==> src/hw/rtl/spr_pkg.sv <==
// Shared types, widths and codes of the shape pixel rasterizer.
package spr_pkg;

  localparam int COORD_BITS  = 12;
  localparam int RAD_BITS    = COORD_BITS - 1;
  localparam int X_BITS      = 16;
  localparam int COLOR_BITS  = 8;
  localparam int SQ_BITS     = 2 * RAD_BITS;
  localparam int REM_BITS    = RAD_BITS + 1;
  localparam int CNT_BITS    = $clog2(RAD_BITS);

  // Input beat layout
  localparam int CX_LSB      = 0;
  localparam int CY_LSB      = CX_LSB + COORD_BITS;
  localparam int RAD_LSB     = CY_LSB + COORD_BITS;
  localparam int COL_LSB     = RAD_LSB + RAD_BITS;
  localparam int IN_FIELDS_W = COL_LSB + COLOR_BITS;
  localparam int IN_DATA_W   = ((IN_FIELDS_W + 7) / 8) * 8;
  localparam int IN_USER_W   = 3;

  // Output beat layout
  localparam int OUT_FIELDS_W = 2 * X_BITS + COLOR_BITS;
  localparam int OUT_DATA_W   = ((OUT_FIELDS_W + 7) / 8) * 8;

  // Configuration
  localparam int CFG_IDX_BITS = 1;
  localparam logic [COORD_BITS-1:0] FRAME_COLS_RST = COORD_BITS'(640);
  localparam logic [COORD_BITS-1:0] FRAME_ROWS_RST = COORD_BITS'(480);

  typedef enum logic [CFG_IDX_BITS-1:0] {
    REG_FRAME_COLS = 1'b0,
    REG_FRAME_ROWS = 1'b1
  } cfg_reg_t;

  typedef enum logic {
    REQ_CMD  = 1'b0,
    REQ_TICK = 1'b1
  } req_t;

  typedef enum logic [1:0] {
    SHAPE_PIXEL   = 2'd0,
    SHAPE_OUTLINE = 2'd1,
    SHAPE_DISC    = 2'd2,
    SHAPE_FILL    = 2'd3
  } shape_t;

  typedef enum logic [2:0] {
    ST_READY,
    ST_MUL,
    ST_LOAD,
    ST_ITER,
    ST_SPAN
  } state_t;

  typedef struct packed {
    logic accept;
    logic mul_en;
    logic load_en;
    logic iter_en;
    logic span_en;
  } dp_cmd_t;

  typedef struct packed {
    logic out_free;
    logic row_start;
    logic iter_done;
  } dp_status_t;

endpackage

==> src/hw/rtl/spr_isqrt.sv <==
// Row half-span unit: squares, then a bit-serial integer square root.
module spr_isqrt (
  input  logic                         clk,
  input  logic                         rst,
  input  spr_pkg::dp_cmd_t             cmd,
  input  logic [spr_pkg::X_BITS-1:0]   row_pos,
  input  logic [spr_pkg::COORD_BITS-1:0] center_y,
  input  logic [spr_pkg::RAD_BITS-1:0] radius,
  output logic [spr_pkg::RAD_BITS-1:0] root,
  output logic                         done
);
  import spr_pkg::*;

  logic [X_BITS-1:0]     dy_wide;
  logic [RAD_BITS-1:0]   dy;
  logic [SQ_BITS-1:0]    r2;
  logic [SQ_BITS-1:0]    d2;
  logic [SQ_BITS-1:0]    radicand;
  logic [REM_BITS-1:0]   rem;
  logic [REM_BITS+1:0]   rem_sh;
  logic [REM_BITS+1:0]   trial;
  logic [REM_BITS+1:0]   diff;
  logic                  ge;
  logic [CNT_BITS-1:0]   cnt;

  // Row distance from the center never exceeds the radius.
  assign dy_wide = (row_pos >= X_BITS'(center_y)) ? row_pos - X_BITS'(center_y)
                                                  : X_BITS'(center_y) - row_pos;
  assign dy      = dy_wide[RAD_BITS-1:0];

  assign rem_sh  = {rem, radicand[SQ_BITS-1 -: 2]};
  assign trial   = (REM_BITS+2)'({root, 2'b01});
  assign ge      = rem_sh >= trial;
  assign diff    = rem_sh - trial;
  assign done    = (cnt == '0);

  always_ff @(posedge clk) begin
    if (cmd.mul_en) begin
      r2 <= SQ_BITS'(radius) * SQ_BITS'(radius);
      d2 <= SQ_BITS'(dy) * SQ_BITS'(dy);
    end
    if (cmd.load_en) begin
      radicand <= r2 - d2;
      rem      <= '0;
      root     <= '0;
    end else if (cmd.iter_en) begin
      radicand <= radicand << 2;
      rem      <= ge ? diff[REM_BITS-1:0] : rem_sh[REM_BITS-1:0];
      root     <= {root[RAD_BITS-2:0], ge};
    end
  end

  always_ff @(posedge clk) begin
    if (rst) begin
      cnt <= '0;
    end else if (cmd.load_en) begin
      cnt <= CNT_BITS'(RAD_BITS - 1);
    end else if (cmd.iter_en && !done) begin
      cnt <= cnt - 1'b1;
    end
  end

endmodule

==> src/hw/rtl/spr_dp.sv <==
// Datapath: shape registers, frame registers, walk logic and output register.
module spr_dp (
  input  logic                             clk,
  input  logic                             rst,
  input  logic                             cfg_we,
  input  logic [spr_pkg::CFG_IDX_BITS-1:0] cfg_index,
  input  logic [spr_pkg::COORD_BITS-1:0]   cfg_data,
  input  logic [spr_pkg::IN_DATA_W-1:0]    s_tdata,
  input  logic [spr_pkg::IN_USER_W-1:0]    s_tuser,
  input  spr_pkg::dp_cmd_t                 cmd,
  output spr_pkg::dp_status_t              st,
  output logic                             m_tvalid,
  input  logic                             m_tready,
  output logic [spr_pkg::OUT_DATA_W-1:0]   m_tdata,
  output logic                             m_tlast
);
  import spr_pkg::*;

  req_t                  in_req;
  shape_t                in_kind;
  logic [COORD_BITS-1:0] in_cx;
  logic [COORD_BITS-1:0] in_cy;
  logic [RAD_BITS-1:0]   in_rad;
  logic [COLOR_BITS-1:0] in_color;

  logic [COORD_BITS-1:0] frame_cols;
  logic [COORD_BITS-1:0] frame_rows;

  logic                  busy, busy_next;
  shape_t                cur_shape, cur_shape_next;
  logic [COORD_BITS-1:0] cur_cx, cur_cx_next;
  logic [COORD_BITS-1:0] cur_cy, cur_cy_next;
  logic [RAD_BITS-1:0]   cur_rad, cur_rad_next;
  logic [COLOR_BITS-1:0] cur_color, cur_color_next;
  logic [X_BITS-1:0]     row_pos, row_pos_next;
  logic [X_BITS-1:0]     col_pos, col_pos_next;
  logic [RAD_BITS-1:0]   half_span, half_span_next;
  logic                  side_phase, side_phase_next;

  logic [X_BITS-1:0]     x_plus, x_minus, bottom_row;
  logic                  at_bottom, disc_row_end, fill_col_end, fill_row_end;
  logic [X_BITS-1:0]     tk_x, tk_y;
  logic                  tk_last;
  logic                  out_load;
  logic [RAD_BITS-1:0]   root;
  logic                  row_start;
  logic                  iter_done;

  logic                  out_valid;
  logic [X_BITS-1:0]     out_x, out_y;
  logic [COLOR_BITS-1:0] out_color;
  logic                  out_last;

  assign in_req   = req_t'(s_tuser[0]);
  assign in_kind  = shape_t'(s_tuser[2:1]);
  assign in_cx    = s_tdata[CX_LSB +: COORD_BITS];
  assign in_cy    = s_tdata[CY_LSB +: COORD_BITS];
  assign in_rad   = s_tdata[RAD_LSB +: RAD_BITS];
  assign in_color = s_tdata[COL_LSB +: COLOR_BITS];

  always_ff @(posedge clk) begin
    if (rst) begin
      frame_cols <= FRAME_COLS_RST;
      frame_rows <= FRAME_ROWS_RST;
    end else if (cfg_we) begin
      case (cfg_index)
        REG_FRAME_COLS: frame_cols <= cfg_data;
        REG_FRAME_ROWS: frame_rows <= cfg_data;
        default: ;
      endcase
    end
  end

  spr_isqrt u_isqrt (
    .clk      (clk),
    .rst      (rst),
    .cmd      (cmd),
    .row_pos  (row_pos),
    .center_y (cur_cy),
    .radius   (cur_rad),
    .root     (root),
    .done     (iter_done)
  );

  assign x_plus       = X_BITS'(cur_cx) + X_BITS'(half_span);
  assign x_minus      = X_BITS'(cur_cx) - X_BITS'(half_span);
  assign bottom_row   = X_BITS'(cur_cy) + X_BITS'(cur_rad);
  assign at_bottom    = (row_pos == bottom_row);
  assign disc_row_end = (col_pos == x_plus);
  assign fill_col_end = ((X_BITS+1)'(col_pos) + (X_BITS+1)'(1)) >= (X_BITS+1)'(frame_cols);
  assign fill_row_end = ((X_BITS+1)'(row_pos) + (X_BITS+1)'(1)) >= (X_BITS+1)'(frame_rows);

  // Pixel of the current tick
  always_comb begin
    tk_x    = col_pos;
    tk_y    = row_pos;
    tk_last = 1'b0;
    case (cur_shape)
      SHAPE_PIXEL: begin
        tk_x    = X_BITS'(cur_cx);
        tk_y    = X_BITS'(cur_cy);
        tk_last = 1'b1;
      end
      SHAPE_OUTLINE: begin
        tk_x    = side_phase ? x_minus : x_plus;
        tk_last = side_phase && at_bottom;
      end
      SHAPE_DISC: tk_last = disc_row_end && at_bottom;
      default:    tk_last = fill_col_end && fill_row_end;
    endcase
  end

  // Flag beats that open a circle row and so need a new half span
  always_comb begin
    if (in_req == REQ_CMD) begin
      row_start = ((in_kind == SHAPE_OUTLINE) || (in_kind == SHAPE_DISC)) &&
                  (in_cy >= COORD_BITS'(in_rad));
    end else begin
      row_start = busy && !at_bottom &&
                  (((cur_shape == SHAPE_OUTLINE) && side_phase) ||
                   ((cur_shape == SHAPE_DISC) && disc_row_end));
    end
  end

  always_comb begin
    busy_next       = busy;
    cur_shape_next  = cur_shape;
    cur_cx_next     = cur_cx;
    cur_cy_next     = cur_cy;
    cur_rad_next    = cur_rad;
    cur_color_next  = cur_color;
    row_pos_next    = row_pos;
    col_pos_next    = col_pos;
    half_span_next  = half_span;
    side_phase_next = side_phase;
    if (cmd.accept) begin
      if (in_req == REQ_CMD) begin
        cur_shape_next  = in_kind;
        cur_cx_next     = in_cx;
        cur_cy_next     = in_cy;
        cur_rad_next    = in_rad;
        cur_color_next  = in_color;
        busy_next       = 1'b1;
        side_phase_next = 1'b0;
        case (in_kind)
          SHAPE_OUTLINE, SHAPE_DISC: begin
            if (in_cy < COORD_BITS'(in_rad)) begin
              busy_next = 1'b0;
            end else begin
              row_pos_next = X_BITS'(in_cy - COORD_BITS'(in_rad));
            end
          end
          SHAPE_FILL: begin
            row_pos_next = '0;
            col_pos_next = '0;
            busy_next    = (frame_cols != '0) && (frame_rows != '0);
          end
          default: ;
        endcase
      end else if (busy) begin
        case (cur_shape)
          SHAPE_PIXEL: busy_next = 1'b0;
          SHAPE_OUTLINE: begin
            if (!side_phase) begin
              side_phase_next = 1'b1;
            end else if (at_bottom) begin
              busy_next = 1'b0;
            end else begin
              row_pos_next = row_pos + 1'b1;
            end
          end
          SHAPE_DISC: begin
            if (!disc_row_end) begin
              col_pos_next = col_pos + 1'b1;
            end else if (at_bottom) begin
              busy_next = 1'b0;
            end else begin
              row_pos_next = row_pos + 1'b1;
            end
          end
          default: begin
            if (!fill_col_end) begin
              col_pos_next = col_pos + 1'b1;
            end else if (fill_row_end) begin
              busy_next = 1'b0;
            end else begin
              col_pos_next = '0;
              row_pos_next = row_pos + 1'b1;
            end
          end
        endcase
      end
    end
    if (cmd.span_en) begin
      half_span_next  = root;
      col_pos_next    = X_BITS'(cur_cx) - X_BITS'(root);
      side_phase_next = 1'b0;
    end
  end

  always_ff @(posedge clk) begin
    if (rst) begin
      busy <= 1'b0;
    end else begin
      busy <= busy_next;
    end
  end

  always_ff @(posedge clk) begin
    cur_shape  <= cur_shape_next;
    cur_cx     <= cur_cx_next;
    cur_cy     <= cur_cy_next;
    cur_rad    <= cur_rad_next;
    cur_color  <= cur_color_next;
    row_pos    <= row_pos_next;
    col_pos    <= col_pos_next;
    half_span  <= half_span_next;
    side_phase <= side_phase_next;
  end

  assign out_load = cmd.accept && (in_req == REQ_TICK) && busy;
  assign st       = '{out_free: (!out_valid || m_tready),
                      row_start: row_start,
                      iter_done: iter_done};

  always_ff @(posedge clk) begin
    if (rst) begin
      out_valid <= 1'b0;
    end else if (out_load) begin
      out_valid <= 1'b1;
    end else if (m_tready) begin
      out_valid <= 1'b0;
    end
  end

  always_ff @(posedge clk) begin
    if (out_load) begin
      out_x     <= tk_x;
      out_y     <= tk_y;
      out_color <= cur_color;
      out_last  <= tk_last;
    end
  end

  assign m_tvalid = out_valid;
  assign m_tdata  = OUT_DATA_W'({out_color, out_y, out_x});
  assign m_tlast  = out_last;

endmodule

==> src/hw/rtl/spr_ctrl.sv <==
// Controller: input acceptance and sequencing of the half-span unit.
module spr_ctrl (
  input  logic                clk,
  input  logic                rst,
  input  logic                s_tvalid,
  output logic                s_tready,
  input  spr_pkg::dp_status_t st,
  output spr_pkg::dp_cmd_t    cmd
);
  import spr_pkg::*;

  state_t state, state_next;

  always_ff @(posedge clk) begin
    if (rst) begin
      state <= ST_READY;
    end else begin
      state <= state_next;
    end
  end

  always_comb begin
    state_next = state;
    case (state)
      ST_READY: begin
        if (s_tvalid && s_tready && st.row_start) begin
          state_next = ST_MUL;
        end
      end
      ST_MUL:  state_next = ST_LOAD;
      ST_LOAD: state_next = ST_ITER;
      ST_ITER: begin
        if (st.iter_done) begin
          state_next = ST_SPAN;
        end
      end
      ST_SPAN: state_next = ST_READY;
      default: state_next = ST_READY;
    endcase
  end

  always_comb begin
    s_tready    = 1'b0;
    cmd         = '0;
    case (state)
      ST_READY: begin
        s_tready   = st.out_free;
        cmd.accept = s_tvalid && st.out_free;
      end
      ST_MUL:  cmd.mul_en  = 1'b1;
      ST_LOAD: cmd.load_en = 1'b1;
      ST_ITER: cmd.iter_en = 1'b1;
      ST_SPAN: cmd.span_en = 1'b1;
      default: ;
    endcase
  end

endmodule

==> src/hw/rtl/shape_pixel_rasterizer_unit.sv <==
// Shape pixel rasterizer: top level joining controller and datapath.
//
// Usage: send a command beat (tuser req_type = 0) carrying shape kind, center,
// radius and color; it produces no output. Each later tick beat (req_type = 1)
// yields at most one pixel beat on the master side; tlast marks the final
// pixel of the shape. A tick with no shape in progress yields nothing, and a
// new command drops the shape in progress. The frame columns (cfg index 0) and
// rows (cfg index 1) are written through the cfg port and bound whole-frame fills.
//
// A tick that stays within a circle row, a single pixel or a fill is taken
// without the half-span unit; its pixel appears on m_tdata the cycle after acceptance.
// A circle command whose center_y is not below its radius, and a tick that finishes
// a circle row other than the last, start the half-span unit: it squares, loads,
// runs eleven root iterations (one result bit each) and stores the span, and
// s_tready stays low while it runs.
//
// Reset (rst, synchronous) empties the output register, clears the shape in
// progress and restores the frame to 640 x 480. When the receiver stalls, the
// finished pixel holds in the output register and s_tready drops until it is
// taken; a beat is still accepted in the cycle the pending pixel drains.
module shape_pixel_rasterizer_unit (
  input  logic                             clk,
  input  logic                             rst,
  input  logic                             cfg_we,
  input  logic [spr_pkg::CFG_IDX_BITS-1:0] cfg_index,
  input  logic [spr_pkg::COORD_BITS-1:0]   cfg_data,
  input  logic                             s_tvalid,
  output logic                             s_tready,
  // center_x[11:0], center_y[23:12], radius[34:24], color[42:35], zero pad
  input  logic [spr_pkg::IN_DATA_W-1:0]    s_tdata,
  // req_type[0], shape_kind[2:1]
  input  logic [spr_pkg::IN_USER_W-1:0]    s_tuser,
  output logic                             m_tvalid,
  input  logic                             m_tready,
  // pixel_x[15:0], pixel_y[31:16], pixel_color[39:32]
  output logic [spr_pkg::OUT_DATA_W-1:0]   m_tdata,
  output logic                             m_tlast
);
  import spr_pkg::*;

  dp_cmd_t    cmd;
  dp_status_t st;

  // Controller owns the input handshake and the half-span sequence
  spr_ctrl u_ctrl (
    .clk      (clk),
    .rst      (rst),
    .s_tvalid (s_tvalid),
    .s_tready (s_tready),
    .st       (st),
    .cmd      (cmd)
  );

  // Datapath holds all shape state and the output register
  spr_dp u_dp (
    .clk       (clk),
    .rst       (rst),
    .cfg_we    (cfg_we),
    .cfg_index (cfg_index),
    .cfg_data  (cfg_data),
    .s_tdata   (s_tdata),
    .s_tuser   (s_tuser),
    .cmd       (cmd),
    .st        (st),
    .m_tvalid  (m_tvalid),
    .m_tready  (m_tready),
    .m_tdata   (m_tdata),
    .m_tlast   (m_tlast)
  );

endmodule

==> config.mk <==
export PLATFORM = sky130hd
export DESIGN_NAME = shape_pixel_rasterizer_unit
export DESIGN_NICKNAME = d
export VERILOG_FILES = /design/src/hw/rtl/spr_pkg.sv /design/src/hw/rtl/spr_isqrt.sv /design/src/hw/rtl/spr_dp.sv /design/src/hw/rtl/spr_ctrl.sv /design/src/hw/rtl/shape_pixel_rasterizer_unit.sv
export SDC_FILE = /design/constraint.sdc
export NUM_CORES = 1
export LEC_CHECK = 0
export ABC_AREA = 1
export ABC_CLOCK_PERIOD_IN_PS = 10600
export BUFFER_PORTS_ARGS = -buffer_cell sky130_fd_sc_hd__buf_2
export CAP_MARGIN = 20
export CORE_MARGIN = 2
export CORE_UTILIZATION = 50
export CTS_CLUSTER_DIAMETER = 80
export DETAILED_ROUTE_END_ITERATION = 12
export GPL_ROUTABILITY_DRIVEN = 0
export PLACE_DENSITY = 0.64
export SLEW_MARGIN = 30
export SYNTH_ARGS = -nofsm -noshare
export SYNTH_HDL_FRONTEND = slang
export SYNTH_HIERARCHICAL = 1
export SYNTH_SLANG_ARGS = --single-unit
==> constraint.sdc <==
create_clock -name clk -period 10.6 [get_ports clk]
set_input_delay 2.12 -clock clk [delete_from_list [all_inputs] [get_ports clk]]
set_output_delay 2.12 -clock clk [all_outputs]
set_load 0.01 [all_outputs]
==> results.py <==
metrics = {
    "status": {
        "status": "finished, final reports clean",
    },
    "floorplanning": {
        "floorplan.io_pins": 112,
        "die_w_um": 225,
        "start_util_pct": 50.9,
        "fp-row-count": 80,
        "die-height_um": 225,
        "die-area_mm2": 0.0506,
        "core_mm2": 0.0479,
    },
    "setup_path": {
        "end_kind": "register",
        "cp.arrival_ns": 7.56,
        "crit_path_max_incr_delay_ns": 0.57,
        "path_common_cell": "inv_1",
        "rr_endpoint": "u_dp/u_isqrt/d2[19]",
        "worstPathMaxFanout": 12,
        "cp-start-kind": "register",
        "ff2ff_path_depth": 30,
        "timing.rr.start": "u_dp/row_pos[0]",
        "critical_path_buf_inv_count": 7,
        "critPathKind": "reg -> reg",
        "crit_family": "adder cells",
        "reg2reg_setup_slack_ns": 3.35,
        "cpMaxStageDelayCell": "edfxtp_1",
        "required_ns": 10.90,
    },
    "clock_tree": {
        "cts_made_buffers": 29,
        "clk_pin_slew_ns": 0.06,
        "cts_max_level": 1,
        "postCtsHoldBufs": 0,
        "cts_buffer_depth": 3,
        "cts_resized": 0,
        "clk_latency_ns": 0.58,
        "cts_setup_buffers": 0,
        "cts_tree": "yes",
        "cts_root_buf": "clkbuf_16",
        "clock-sinks": 250,
    },
    "final_layout": {
        "num-nets-final": 3683,
        "drive_above_1_share_pct": 7.68,
        "antennaDiodeCount": 0,
        "final_cells": 3869,
        "area_growth_pct": 8.32,
        "final_util_pct": 55.2,
        "fill_cells": 4480,
    },
    "logic_synthesis": {
        "avgSynthCellArea_um2": 7.76,
        "async_flop_share_pct": 0,
        "synth_area_mm2": 0.0244,
        "synth_area_leader_cell": "edfxtp_1",
        "synth-seq-cells": 250,
        "synthDistinctLibCells": 65,
        "synth.area.top_cells": "edfxtp_1 (24%), ha_1 (13%), nand2_1 (11%), fa_1 (11%), inv_1 (9.8%)",
        "synth_nets": 3598,
        "synth_seq_area_share_pct": 28.4,
        "yosysMostFrequentCell": "nand2_1",
        "synth_top_cell_area_share_pct": 23.7,
        "synth-edff-count": 193,
        "ys_warn_count": 6,
        "synthTopCellsByCount": "nand2_1 (723), inv_1 (636), ha_1 (247)",
        "synth_flop_cell": "edfxtp_1",
        "syn_inst": 3147,
    },
    "sta": {
        "relSlewSlack_pct": 25.8,
        "fin_ws_ns": 3.35,
        "fin_skew_ns": 0.0163,
        "hold_viol": 0,
        "maxSlewViolCount": 0,
        "layout_worst_path_cycle_share_pct": 68.4,
        "fmax_mhz": 138,
        "rsz0062_at_grt": "no",
        "post-route-min-period_ns": 7.25,
        "tns_ns": 0,
        "worst_slew_pin_slew_ns": 1.10,
        "finalSetupViolCount": 0,
    },
    "drt": {
        "post-route-drc-count": 0,
        "drt-initial-drc-count": 1387,
        "routed_wl_mm": 60.8,
        "wl_per_cell_um": 15.7,
        "vias_per_cell": 5.36,
        "via_count": 20721,
        "dr.pass1.iters": 8,
        "detail-route-antenna-nets": 0,
    },
    "global_routing": {
        "grt_start_max_net_pins": 39,
        "grt_usage_pct": 24.4,
        "grt_first_pass_wirelength_mm": 99.7,
        "antenna_found_initial": 0,
        "first_global_vias": 20151,
        "overflow": 0,
    },
    "min_path": {
        "hp-class": "reg -> reg",
        "hold_end": "u_dp/out_color[1]",
        "hold_start": "u_dp/cur_color[1]",
        "min_path_cells": 0,
    },
    "placed_design": {
        "dp_hpwl_mm": 49.3,
        "dp_slack_ns": 3.36,
        "numPlacedInstances": 3816,
        "port_buffers": 106,
    },
    "flow_run": {
        "maxCapViolCount": 0,
    },
}
## how the worst max path moves through the flow
stage | startpoint | endpoint | cells past startpoint | slack [ns]
floorplan | u_dp/row_pos[0] | u_dp/u_isqrt/d2[19] | 30 | 4.27
global placement | u_dp/row_pos[0] | u_dp/u_isqrt/d2[18] | 28 | 3.40
detailed placement | u_dp/row_pos[0] | u_dp/u_isqrt/d2[18] | 31 | 3.36
CTS | u_dp/row_pos[0] | u_dp/u_isqrt/d2[18] | 31 | 3.34
global route | u_dp/row_pos[0] | u_dp/u_isqrt/d2[18] | 28 | 2.85
finish | u_dp/row_pos[0] | u_dp/u_isqrt/d2[19] | 30 | 3.35
## registers in the layout (all words and copies together) (netlist names), 2 cells and up
| register | count |
|---|---|
| u_ctrl/state | 3 |
| u_dp/col_pos | 16 |
| u_dp/cur_color | 8 |
| u_dp/cur_cx | 12 |
| u_dp/cur_cy | 12 |
| u_dp/cur_rad | 11 |
| u_dp/cur_shape | 2 |
| u_dp/frame_cols | 12 |
| u_dp/frame_rows | 12 |
| u_dp/half_span | 11 |
| u_dp/out_color | 8 |
| u_dp/out_x | 16 |
| u_dp/out_y | 16 |
| u_dp/row_pos | 16 |
| u_dp/u_isqrt/cnt | 4 |
| u_dp/u_isqrt/d2 | 21 |
| u_dp/u_isqrt/r2 | 21 |
| u_dp/u_isqrt/radicand | 22 |
| u_dp/u_isqrt/rem | 12 |
| u_dp/u_isqrt/root | 11 |
## cell usage in the layout, fill, tap and decap left out, types with 6 or more instances in the layout
master and instances:
nor2_4 9, o21ai_2 8, fa_1 135, edfxtp_1 193, a22oi_1 9, nor4_1 8
nand4_1 48, nand2_4 14, nand3b_1 6, nand2_1 723, o21bai_1 15, nor2_1 234
ha_1 247, o21ai_0 120, nand3_1 177, a21o_1 10, xnor2_1 38, o221ai_1 10
clkbuf_16 29, inv_1 635, buf_4 7, nor2_2 9, a21boi_0 6, nor3_1 33
buf_2 106, nand2_2 11, xor2_1 67, dfxtp_1 57, a31oi_1 11, a21oi_1 162
clkinv_1 6, o211ai_1 13, or2_2 8, o22ai_1 14, inv_2 8
## layer usage
layer / global-route usage [%] / wire length, um
met1: 32.7 / 27100
met2: 41.2 / 28300
met3: 3.19 / 3810
met4: 7.16 / 1670
met5: 0 / 0
## metrics by stage
step | cell area [um2] | hold WS (ns)
2_1_floorplan | 24400 | 0.400
3_3_place_gp | 25500 | 0.400
3_5_place_dp | 25500 | 0.407
4_1_cts | 26500 | 0.422
5_1_grt | 26500 | 0.433
6_report | 26500 | 0.416
## area by class of cell
cell class | instances | area (um2) | share of cell area [%]
multi-input cells | 2189 | 14800 | 55.8
flip-flops and latches | 250 | 6940 | 26.2
inverters | 648 | 2440 | 9.22
well taps | 615 | 769 | 2.91
clock buffers | 34 | 764 | 2.89
repair buffers | 114 | 611 | 2.31
clock inverters | 19 | 168 | 0.634
## cell families (layout without fill, tap and decap cells)
logic type,Yosys count,in the layout,synth area share (%)
xor+xnor,106,106,3.86
simple gates,1292,1292,22.9
mux,1,1,0.0461
compound gates,408,408,9.84
flops,250,250,28.4
fa+ha+maj,382,382,23.7
buf+inv,708,815,11.2
Power is left out: the tool's default activity adds up to more than one toggle a clock period on the data nets, which glitch-free logic cannot reach.
